--- config.mk ---
export PLATFORM = sky130hd
export DESIGN_NAME = host_command_stream_parser
export DESIGN_NICKNAME = d
export VERILOG_FILES = /design/src/sv/hcsp_pkg.sv /design/src/sv/hcsp_parse.sv /design/src/sv/hcsp_out_reg.sv /design/src/sv/host_command_stream_parser.sv
export SDC_FILE = /design/constraint.sdc
export NUM_CORES = 1
export LEC_CHECK = 0
export ABC_AREA = 1
export BUFFER_PORTS_ARGS = -buffer_cell sky130_fd_sc_hd__buf_2
export CAP_MARGIN = 20
export CORE_ASPECT_RATIO = 1.5
export CORE_MARGIN = 2
export CORE_UTILIZATION = 50
export DETAILED_ROUTE_END_ITERATION = 8
export PLACE_DENSITY = 0.7
export SYNTH_ARGS = -nofsm -noshare
export SYNTH_HDL_FRONTEND = slang
export SYNTH_SLANG_ARGS = --single-unit
export TNS_END_PERCENT = 50
--- constraint.sdc ---
create_clock -name clk -period 5.1 [get_ports clk]
set_clock_uncertainty 0.2 [all_clocks]
set_input_delay 0.765 -clock clk [delete_from_list [all_inputs] [get_ports clk]]
set_output_delay 0.765 -clock clk [all_outputs]
set_load 0.02 [all_outputs]
--- src/sv/hcsp_pkg.sv ---
// Shared types and constants for the host command stream parser.
// Depends on nothing; every other file imports it.
package hcsp_pkg;

  localparam int NAME_BYTES   = 64;
  localparam int ADDRESS_BITS = 32;

  localparam logic [31:0] ADDR_MASK = 32'((64'd1 << ADDRESS_BITS) - 64'd1);
  localparam logic [7:0]  NAME_KEEP = 8'(NAME_BYTES - 1);

  // parse phases
  localparam logic [2:0] PH_CMD       = 3'd0;
  localparam logic [2:0] PH_LOAD_HDR  = 3'd1;
  localparam logic [2:0] PH_LOAD_DATA = 3'd2;
  localparam logic [2:0] PH_JUMP_HDR  = 3'd3;
  localparam logic [2:0] PH_NAME_LEN  = 3'd4;
  localparam logic [2:0] PH_NAME_DATA = 3'd5;

  // command bytes
  localparam logic [7:0] OP_LOAD     = 8'd1;
  localparam logic [7:0] OP_JUMP     = 8'd2;
  localparam logic [7:0] OP_RESET    = 8'd3;
  localparam logic [7:0] OP_REBOOT   = 8'd9;
  localparam logic [7:0] OP_SET_NAME = 8'd10;
  localparam logic [7:0] OP_AR_BEGIN = 8'd11;
  localparam logic [7:0] OP_AR_END   = 8'd12;
  localparam logic [7:0] OP_AR_CLEAR = 8'd13;

  // result events
  localparam logic [3:0] EV_NONE      = 4'd0;
  localparam logic [3:0] EV_MEM_WRITE = 4'd1;
  localparam logic [3:0] EV_SET_MAIN  = 4'd2;
  localparam logic [3:0] EV_RESET     = 4'd3;
  localparam logic [3:0] EV_NAME_CHAR = 4'd4;
  localparam logic [3:0] EV_NAME_DONE = 4'd5;
  localparam logic [3:0] EV_AR_BEGIN  = 4'd6;
  localparam logic [3:0] EV_AR_END    = 4'd7;
  localparam logic [3:0] EV_AR_CLEAR  = 4'd8;
  localparam logic [3:0] EV_REBOOT    = 4'd9;
  localparam logic [3:0] EV_STOP      = 4'd10;
  localparam logic [3:0] EV_TRUNC     = 4'd11;

  typedef struct packed {
    logic [7:0] rx_byte;
    logic       buffer_end;
  } in_t;

  typedef struct packed {
    logic [3:0]         event_res;
    logic [31:0]        target_address;
    logic [7:0]         data_value;
    logic signed [31:0] program_id;
    logic [5:0]         name_position;
    logic               record_byte;
  } out_t;

endpackage

--- src/sv/hcsp_parse.sv ---
// Frame parser: phase and header registers plus the per-byte next-state logic.
// Depends on hcsp_pkg.
module hcsp_parse import hcsp_pkg::*; (
  input  logic clk,
  input  logic rst_n,
  input  logic step,
  input  in_t  in_item,
  output out_t result
);

  logic [2:0]  phase_r, phase_nxt;
  logic [2:0]  hdr_cnt_r, hdr_cnt_nxt;
  logic [31:0] base_r, base_nxt;
  logic [31:0] size_r, size_nxt;
  logic [31:0] offset_r, offset_nxt;
  logic [31:0] jump_id_r, jump_id_nxt;
  logic [7:0]  name_total_r, name_total_nxt;
  logic        capture_r, capture_nxt;
  logic        stopped_r, stopped_nxt;

  logic        complete;
  logic [7:0]  b;
  logic [7:0]  kept;
  logic [31:0] offset_inc;
  logic [31:0] idx;

  assign b          = in_item.rx_byte;
  assign offset_inc = offset_r + 32'd1;
  assign idx        = offset_r;
  assign kept       = (name_total_r > NAME_KEEP) ? NAME_KEEP : name_total_r;

  always_comb begin
    phase_nxt      = phase_r;
    hdr_cnt_nxt    = hdr_cnt_r;
    base_nxt       = base_r;
    size_nxt       = size_r;
    offset_nxt     = offset_r;
    jump_id_nxt    = jump_id_r;
    name_total_nxt = name_total_r;
    capture_nxt    = capture_r;
    stopped_nxt    = stopped_r;
    complete       = 1'b1;
    result         = '0;

    if (!stopped_r) begin
      case (phase_r)
        PH_CMD: begin
          case (b)
            OP_LOAD: begin
              phase_nxt          = PH_LOAD_HDR;
              hdr_cnt_nxt        = '0;
              base_nxt           = '0;
              size_nxt           = '0;
              offset_nxt         = '0;
              result.record_byte = capture_r;
              complete           = 1'b0;
            end
            OP_JUMP: begin
              phase_nxt          = PH_JUMP_HDR;
              hdr_cnt_nxt        = '0;
              jump_id_nxt        = '0;
              base_nxt           = '0;
              result.record_byte = capture_r;
              complete           = 1'b0;
            end
            OP_RESET: begin
              result.event_res = EV_RESET;
              capture_nxt      = 1'b0;
            end
            OP_REBOOT: begin
              result.event_res = EV_REBOOT;
              stopped_nxt      = 1'b1;
            end
            OP_SET_NAME: begin
              phase_nxt = PH_NAME_LEN;
              complete  = 1'b0;
            end
            OP_AR_BEGIN: begin
              result.event_res = EV_AR_BEGIN;
              capture_nxt      = 1'b1;
            end
            OP_AR_END: begin
              result.event_res = EV_AR_END;
              capture_nxt      = 1'b0;
            end
            OP_AR_CLEAR: begin
              result.event_res = EV_AR_CLEAR;
              capture_nxt      = 1'b0;
            end
            default: begin
              result.event_res = EV_STOP;
              stopped_nxt      = 1'b1;
            end
          endcase
        end
        PH_LOAD_HDR: begin
          result.record_byte = capture_r;
          if (!hdr_cnt_r[2]) begin
            base_nxt[8*hdr_cnt_r[1:0] +: 8] = b;
          end else begin
            size_nxt[8*hdr_cnt_r[1:0] +: 8] = b;
          end
          if (hdr_cnt_r == 3'd7) begin
            hdr_cnt_nxt = '0;
            offset_nxt  = '0;
            if (size_nxt == 32'd0) begin
              phase_nxt = PH_CMD;
            end else begin
              phase_nxt = PH_LOAD_DATA;
              complete  = 1'b0;
            end
          end else begin
            hdr_cnt_nxt = hdr_cnt_r + 3'd1;
            complete    = 1'b0;
          end
        end
        PH_LOAD_DATA: begin
          result.record_byte    = capture_r;
          result.event_res      = EV_MEM_WRITE;
          result.target_address = (base_r + offset_r) & ADDR_MASK;
          result.data_value     = b;
          offset_nxt            = offset_inc;
          if (offset_inc >= size_r) begin
            phase_nxt = PH_CMD;
          end else begin
            complete = 1'b0;
          end
        end
        PH_JUMP_HDR: begin
          result.record_byte = capture_r;
          if (!hdr_cnt_r[2]) begin
            jump_id_nxt[8*hdr_cnt_r[1:0] +: 8] = b;
          end else begin
            base_nxt[8*hdr_cnt_r[1:0] +: 8] = b;
          end
          if (hdr_cnt_r == 3'd7) begin
            hdr_cnt_nxt           = '0;
            result.event_res      = EV_SET_MAIN;
            result.target_address = base_nxt & ADDR_MASK;
            result.program_id     = jump_id_nxt;
            phase_nxt             = PH_CMD;
          end else begin
            hdr_cnt_nxt = hdr_cnt_r + 3'd1;
            complete    = 1'b0;
          end
        end
        PH_NAME_LEN: begin
          name_total_nxt = b;
          offset_nxt     = '0;
          if (b == 8'd0) begin
            result.event_res = EV_NAME_DONE;
            phase_nxt        = PH_CMD;
          end else begin
            phase_nxt = PH_NAME_DATA;
            complete  = 1'b0;
          end
        end
        PH_NAME_DATA: begin
          offset_nxt = offset_inc;
          if (offset_inc >= {24'd0, name_total_r}) begin
            result.event_res     = EV_NAME_DONE;
            result.name_position = kept[5:0];
            result.data_value    = (idx < {24'd0, kept}) ? b : 8'd0;
            phase_nxt            = PH_CMD;
          end else begin
            if (idx < {24'd0, kept}) begin
              result.event_res     = EV_NAME_CHAR;
              result.name_position = idx[5:0];
              result.data_value    = b;
            end
            complete = 1'b0;
          end
        end
        default: begin
          phase_nxt = PH_CMD;
        end
      endcase
    end

    if (in_item.buffer_end) begin
      if (!complete) begin
        result.event_res      = EV_TRUNC;
        result.target_address = '0;
        result.data_value     = '0;
        result.program_id     = '0;
        result.name_position  = '0;
      end
      phase_nxt   = PH_CMD;
      hdr_cnt_nxt = '0;
      stopped_nxt = 1'b0;
    end
  end

  always_ff @(posedge clk) begin
    if (!rst_n) begin
      phase_r      <= PH_CMD;
      hdr_cnt_r    <= '0;
      base_r       <= '0;
      size_r       <= '0;
      offset_r     <= '0;
      jump_id_r    <= '0;
      name_total_r <= '0;
      capture_r    <= 1'b0;
      stopped_r    <= 1'b0;
    end else if (step) begin
      phase_r      <= phase_nxt;
      hdr_cnt_r    <= hdr_cnt_nxt;
      base_r       <= base_nxt;
      size_r       <= size_nxt;
      offset_r     <= offset_nxt;
      jump_id_r    <= jump_id_nxt;
      name_total_r <= name_total_nxt;
      capture_r    <= capture_nxt;
      stopped_r    <= stopped_nxt;
    end
  end

endmodule

--- src/sv/hcsp_out_reg.sv ---
// Result register for the parser: holds one result until the consumer takes it.
// Depends on hcsp_pkg.
module hcsp_out_reg import hcsp_pkg::*; (
  input  logic clk,
  input  logic rst_n,
  input  logic load,
  input  out_t load_data,
  output logic free,
  output logic out_valid,
  input  logic out_ready,
  output out_t out_data
);

  logic valid_r, valid_nxt;
  out_t data_r;

  assign free      = !valid_r || out_ready;
  assign valid_nxt = load || (valid_r && !out_ready);
  assign out_valid = valid_r;
  assign out_data  = data_r;

  always_ff @(posedge clk) begin
    if (!rst_n) begin
      valid_r <= 1'b0;
    end else begin
      valid_r <= valid_nxt;
    end
  end

  always_ff @(posedge clk) begin
    if (load) begin
      data_r <= load_data;
    end
  end

endmodule

--- src/sv/host_command_stream_parser.sv ---
// Host command stream parser: one received byte in, one event out per byte; the result
// is valid in the cycle after the input transfer. A byte is taken in every cycle
// in which the result register is empty or its result is being taken, so the
// sustained rate is one byte per cycle, set by the single result register.
// Depends on hcsp_pkg, hcsp_parse and hcsp_out_reg.
module host_command_stream_parser import hcsp_pkg::*; (
  input  logic clk,
  input  logic rst_n,
  input  logic in_valid,
  output logic in_ready,
  input  in_t  in_data,
  output logic out_valid,
  input  logic out_ready,
  output out_t out_data
);

  logic step;
  logic free;
  out_t result;

  assign in_ready = free;
  assign step     = in_valid && free;

  hcsp_parse u_parse (
    .clk     (clk),
    .rst_n   (rst_n),
    .step    (step),
    .in_item (in_data),
    .result  (result)
  );

  hcsp_out_reg u_out (
    .clk       (clk),
    .rst_n     (rst_n),
    .load      (step),
    .load_data (result),
    .free      (free),
    .out_valid (out_valid),
    .out_ready (out_ready),
    .out_data  (out_data)
  );

endmodule

## Yosys cells after proc, flatten, opt, wreduce, memory -nomap -nowiden

Cells that the tools add are included.
W data, S select, Z words.

| storage, ports and cells | value |
|---|---|
| register bits after elaboration | 228 |
| bits of input ports | 13 |
| logic and storage cells | 149 |
| output and inout bits | 85 |

| cells by class | value |
|---|---|
| eq/ne operators | 26 |
| bitwise gates (word level) | 1 |
| $lt $le $gt $ge | 4 |
| multiplexer cells | 66 |
| shift operators | 2 |
| add/sub/neg operators | 4 |
| reduce and logical (&&, ||, !) cells | 30 |

Operators by type and width:

| operator | number |
|---|---|
| $mux W32 | 12 |
| $pmux W32 S2 | 3 |
| $mux W82 | 2 |
| $pmux W32 S4 | 1 |
| $bwmux W32 | 3 |
| $pmux W32 S3 | 1 |
| $mux W83 | 1 |
| $eq A8 B4 Y1 const B | 5 |
| $mux W3 | 13 |
| $mux W34 | 1 |
| $neg A5 Y34 | 1 |
| $shift A8 B34 Y32 const A | 1 |
| $shiftx A8 B34 Y32 | 1 |
| $add A32 B1 Y32 const B | 1 |
| $add A32 B32 Y32 | 1 |
| $ge A32 B32 Y1 | 1 |
| $ge A32 B8 Y1 | 1 |
| $logic_not A32 Y1 | 1 |
| $lt A32 B8 Y1 | 1 |
| $pmux W4 S6 | 1 |
| $pmux W4 S5 | 1 |
| $mux W6 | 3 |
| $pmux W3 S6 | 1 |
| $eq A8 B2 Y1 const B | 2 |
| other kinds (36) | 74 |

## Longest topological paths before layout

| depth | value |
|---|---|
| depth after elaboration | 13 |
| mapped depth | 23 |
| gate-level depth less buffers | 22 |

## Modules after synthesis

A second synthesis with hierarchy kept.

| unflattened totals | value |
|---|---|
| cell total of the unflattened synthesis | 2320 |
| area, all modules | 15243.4 µm² |

Modules (own cells, without submodules):

| module | times used | area each (µm²) | cells an instance | seq. area each (µm²) |
|---|---|---|---|---|
| hcsp_parse | 1 | 12697.2 | 2229 | 2882.8 |
| hcsp_out_reg | 1 | 2538.7 | 89 | 2512.4 |
| host_command_stream_parser | 1 | 7.5 | 2 | 0.0 |

## Worst setup path before layout

No wires, ideal clock.

| timing | value |
|---|---|
| path type | input-to-reg |
| from | input port out_ready |
| to | register u_out.data_r (netlist bit u_out.out_data[0]) (enable) |
| stages on the path | 4 |
| required time | 4463 ps |
| buffers on the path | 0 |
| setup time | 437 ps |
| data arrival time | 2744 ps |
| slack | 1720 ps |
| cells stage by stage | inv_1 nand2_1 nand2_1 inv_1 |

| between the ends | value |
|---|---|
| word-level cells in the longest chain between the ends | 2 |

RTL lines:

| item | line | text |
|---|---|---|
| from (decl) | host_command_stream_parser.sv:13 | `input logic out_ready,` |
| $logic_or A1 B1 Y1 | hcsp_out_reg.sv:17 | `assign free = !valid_r \|\| out_ready;` |
| via in_ready | host_command_stream_parser.sv:10 | `output logic in_ready,` |
| $logic_and A1 B1 Y1 | host_command_stream_parser.sv:22 | `assign step = in_valid && free;` |
| via step | host_command_stream_parser.sv:17 | `logic step;` |
| to (signal assigned) | hcsp_out_reg.sv:32 | `data_r <= load_data;` |
| to (decl) | hcsp_out_reg.sv:15 | `out_t data_r;` |

The timed path passes the listed nets, and every way through them passes these cells.
A chain may end at the register's enable or synchronous reset.

==> results.md <==
* CP Class: flip-flop to flip-flop
* Initial DRC Count at 1521
* TNS Setup at 0 ps
* Max cap viols at 0
* Met1 wire length at 23300 um
* Max Freq at 237 MHz
* CP Cell Sequence: clkinv_1, buf_4, ha_1, nand2_4, clkinv_1, nand3_1, nand2_1, nor2_1, nand2_1, nor2_1, nand3_1, nor2_1, a21oi_1, nand4_4, buf_4, nand2_1
* Vias in the first global route at 16.1k
* RSZ-0062 raised after global routing: false
* Buf/Inv on CP at 4
* Die X at 150 um
* Die height at 222 um
* Largest family of logic cells by synthesized area: simple AND/OR/NAND/NOR gates
* Wire length on met3 at 4810 um
* Power per cell area at 295 nW/um^2
* Boundary Pins at 98
* Vias at 16.7k
* Routed wire length per instance at 22.3 um
* Rows at 80
* All-Layer GR Usage at 0.381
* Arr. time, crit path at 4330 ps
* First-pass GRT wire length at 95200 um
* Vias per inst at 5.81
* Slew HR at 0.293
* Startpoint Class: flip-flop
* Worst r2r src: u_parse.hdr_cnt_r[0]
* Commonest non-fill, non-tap cell in the layout: nand2_1
* Max layer used: met5
* Final Hold Fails at 0
* Worst skew pair latency at 560 ps
* Final instance area at 17600 um^2
* Post-synth EDFFs at 83
* Critical path's slowest cell: ha_1
* Most frequent cells in the layout: nand2_1 (657), inv_1 (275), nor2_1 (262)
* Outcome: finished clean
* Worst hold path class: flip-flop to flip-flop
* Post-synthesis sequential area ratio at 0.339
* Setup Viol. Count Final at 0
* Final Slew Violations at 0
* Initial Utilization at 0.504
* Synth Area in Adders at 0.0690
* Clock Tree Buf Depth at 3
* Proportion of layout cells with a drive suffix above 1 at 0.104
* Hold-fix buffers at CTS at 0
* LEAKAGE at 0.00770 uW
* Worst Setup End Kind: flip-flop
* Largest net degree at the start of global routing at 55
* Complex-gate fraction of the synthesized area at 0.171
* Port-buffer cells at 97
* Synth Area in XOR/XNOR at 0.00937
* Metal2 WL at 30500 um
* CTS buffer count at 26
* Cell family with most CP delay: simple AND/OR/NAND/NOR gates
* Crit path launch: u_parse.hdr_cnt_r[0]
* Grt ovf at 0
* Dpl cells at 2828
* Synth Flop Type: dfxtp_1
* Htree depth at 1
* Dpl hpwl at 50100 um
* Post-CTS Setup Bufs at 0
* Reg clk slew, reported paths at 70 ps
* Post_cts resized at 0
* CTS tree: done
* Yosys reg bits at 228
* Ys Warns at 0
* Ys async rst share at 0
* Period utilization at 0.829
* Antenna violations before repair at 2
* Core ar. at 31500 um^2
* Post-Layout Cell Count at 2877
* Synth Instances at 2375
* Worst path depth at 16
* Final nets at 2547
* Hold_sp: u_parse.jump_id_r[26]
* Dpl cell area at 16800 um^2
* Final WL at 64200 um
* CTS sink cnt at 228
* Fin crit period at 4230 ps
* Synth Area in Simple Gates at 0.317
* Peak VDD IR at 0.000301 V
* Critical Path Max Stage Delay at 470 ps
* Diode count at 0
* Max Fanout on Critical Path at 19
* Layout area overhead at 10.9%
* GPL Wtd Cong at 1.03
* Post-synthesis cell area at 15900 um^2
* Full die area at 33300 um^2
* Hold path cells at 2
* DRC at 0
* Cell variety after synth at 51
* Core Util, Final at 0.559
* Worst R2R Path Depth at 16
* Post-route ant nets at 0
* WP data required at 5200 ps
* Post-Syn Area per Cell at 6.69 um^2
* Mux cell area share after synthesis at 0
* Worst Tran Pin Value at 1060 ps
* Root Driver: clkbuf_16
* Drt pass-1 iters at 7
-- stage by stage --
stage	power [uW]	hold slack, ps	worst slack (ps)
6_report	5190	262	874
5_1_grt	5370	269	714
4_1_cts	5180	255	1020
3_5_place_dp	3300	252	1020
3_3_place_gp	3290	248	996
2_1_floorplan	2880	241	1720
-- worst reg2reg max path: cells and delay by family, from the launching register on --
kind / cells / cell delay [ps]
and+or+nand+nor: 10 / 1820
buffers and inverters: 4 / 1000
adders and majority gates: 1 / 470
DFF: 1 / 350
AOI/OAI and AO/OA: 1 / 140
-- final timing paths --
check,end,slack (ps)
setup / recovery,u_out.out_data[80],870
hold / removal,u_parse.jump_id_r[26],260
setup reg to reg,u_out.out_data[80],870
hold reg to reg,u_parse.jump_id_r[26],260
-- metal layers --
layer / global-route usage / vias to the layer above
met5: 0 / -
met4: 0.261 / 4
li1: - / 7895
met3: 0.0600 / 245
met2: 0.651 / 829
met1: 0.430 / 7749
-- where the power goes --
part	switching (uW)	internal, uW	leakage, uW	total (uW)
clock network	816	1080	0.000417	1900
registers	100	1980	0.00201	2080
logic	906	312	0.00527	1220
-- layout make-up --
| cell class | count | area [um^2] |
|---|---|---|
| clock buffers | 36 | 749 |
| fillers | 3167 | 13900 |
| inverters | 290 | 1090 |
| well taps | 410 | 513 |
| repair buffers | 127 | 756 |
| flip-flops and latches | 228 | 5400 |
| clock inverters | 12 | 98.8 |
| multi-input cells | 1774 | 9030 |
-- Yosys cell counts, types with 3 or more instances --
cell type    n  area, um^2
a211oi_1     5        37.5
a21boi_0     4        30.0
a21o_1       7        52.6
a21oi_1    221        1110
a31oi_1      3        18.8
and2_1       4        25.0
buf_1        6        22.5
buf_12       3        60.1
buf_2        9        45.0
buf_4        4        30.0
clkbuf_1    59         221
clkinv_1     8        30.0
dfxtp_1    145        2900
edfxtp_1    83        2490
ha_1        86        1080
inv_1      276        1040
inv_2        6        22.5
nand2_1    657        2470
nand2_2     18         113
nand2_4      5        56.3
nand3_1     89         445
nand3b_1     4        30.0
nand4_1     31         194
nor2_1     263         987
nor2_2      10        62.6
nor2_4      36         405
nor2_8       3        60.1
nor3_1      21         105
nor4_1       7        43.8
o21a_1       4        30.0
o21ai_0    232        1160
o21ai_1      3        15.0
o21bai_1     7        52.6
o22ai_1     20         125
xnor2_1      9        78.8
xor2_1       8        70.1
-- state kept, by name (all words and copies together) (netlist names) --
name	flops
u_parse.name_total_r	8
u_parse.stopped_r	1
u_out.out_valid	1
u_parse.size_r	32
u_parse.capture_r	1
u_parse.phase_r	3
u_parse.idx	32
u_parse.base_r	32
u_parse.jump_id_r	32
u_out.out_data	83
u_parse.hdr_cnt_r	3
-- cell families after synthesis --
group / after synthesis
XOR/XNOR: 17
flip-flops: 228
buffers and inverters: 374
other: 1
AO/OA/AOI/OAI: 516
adder cells (fa/ha/maj): 87
AND/OR/NAND/NOR: 1152
Power figures use the tool's default switching activity.
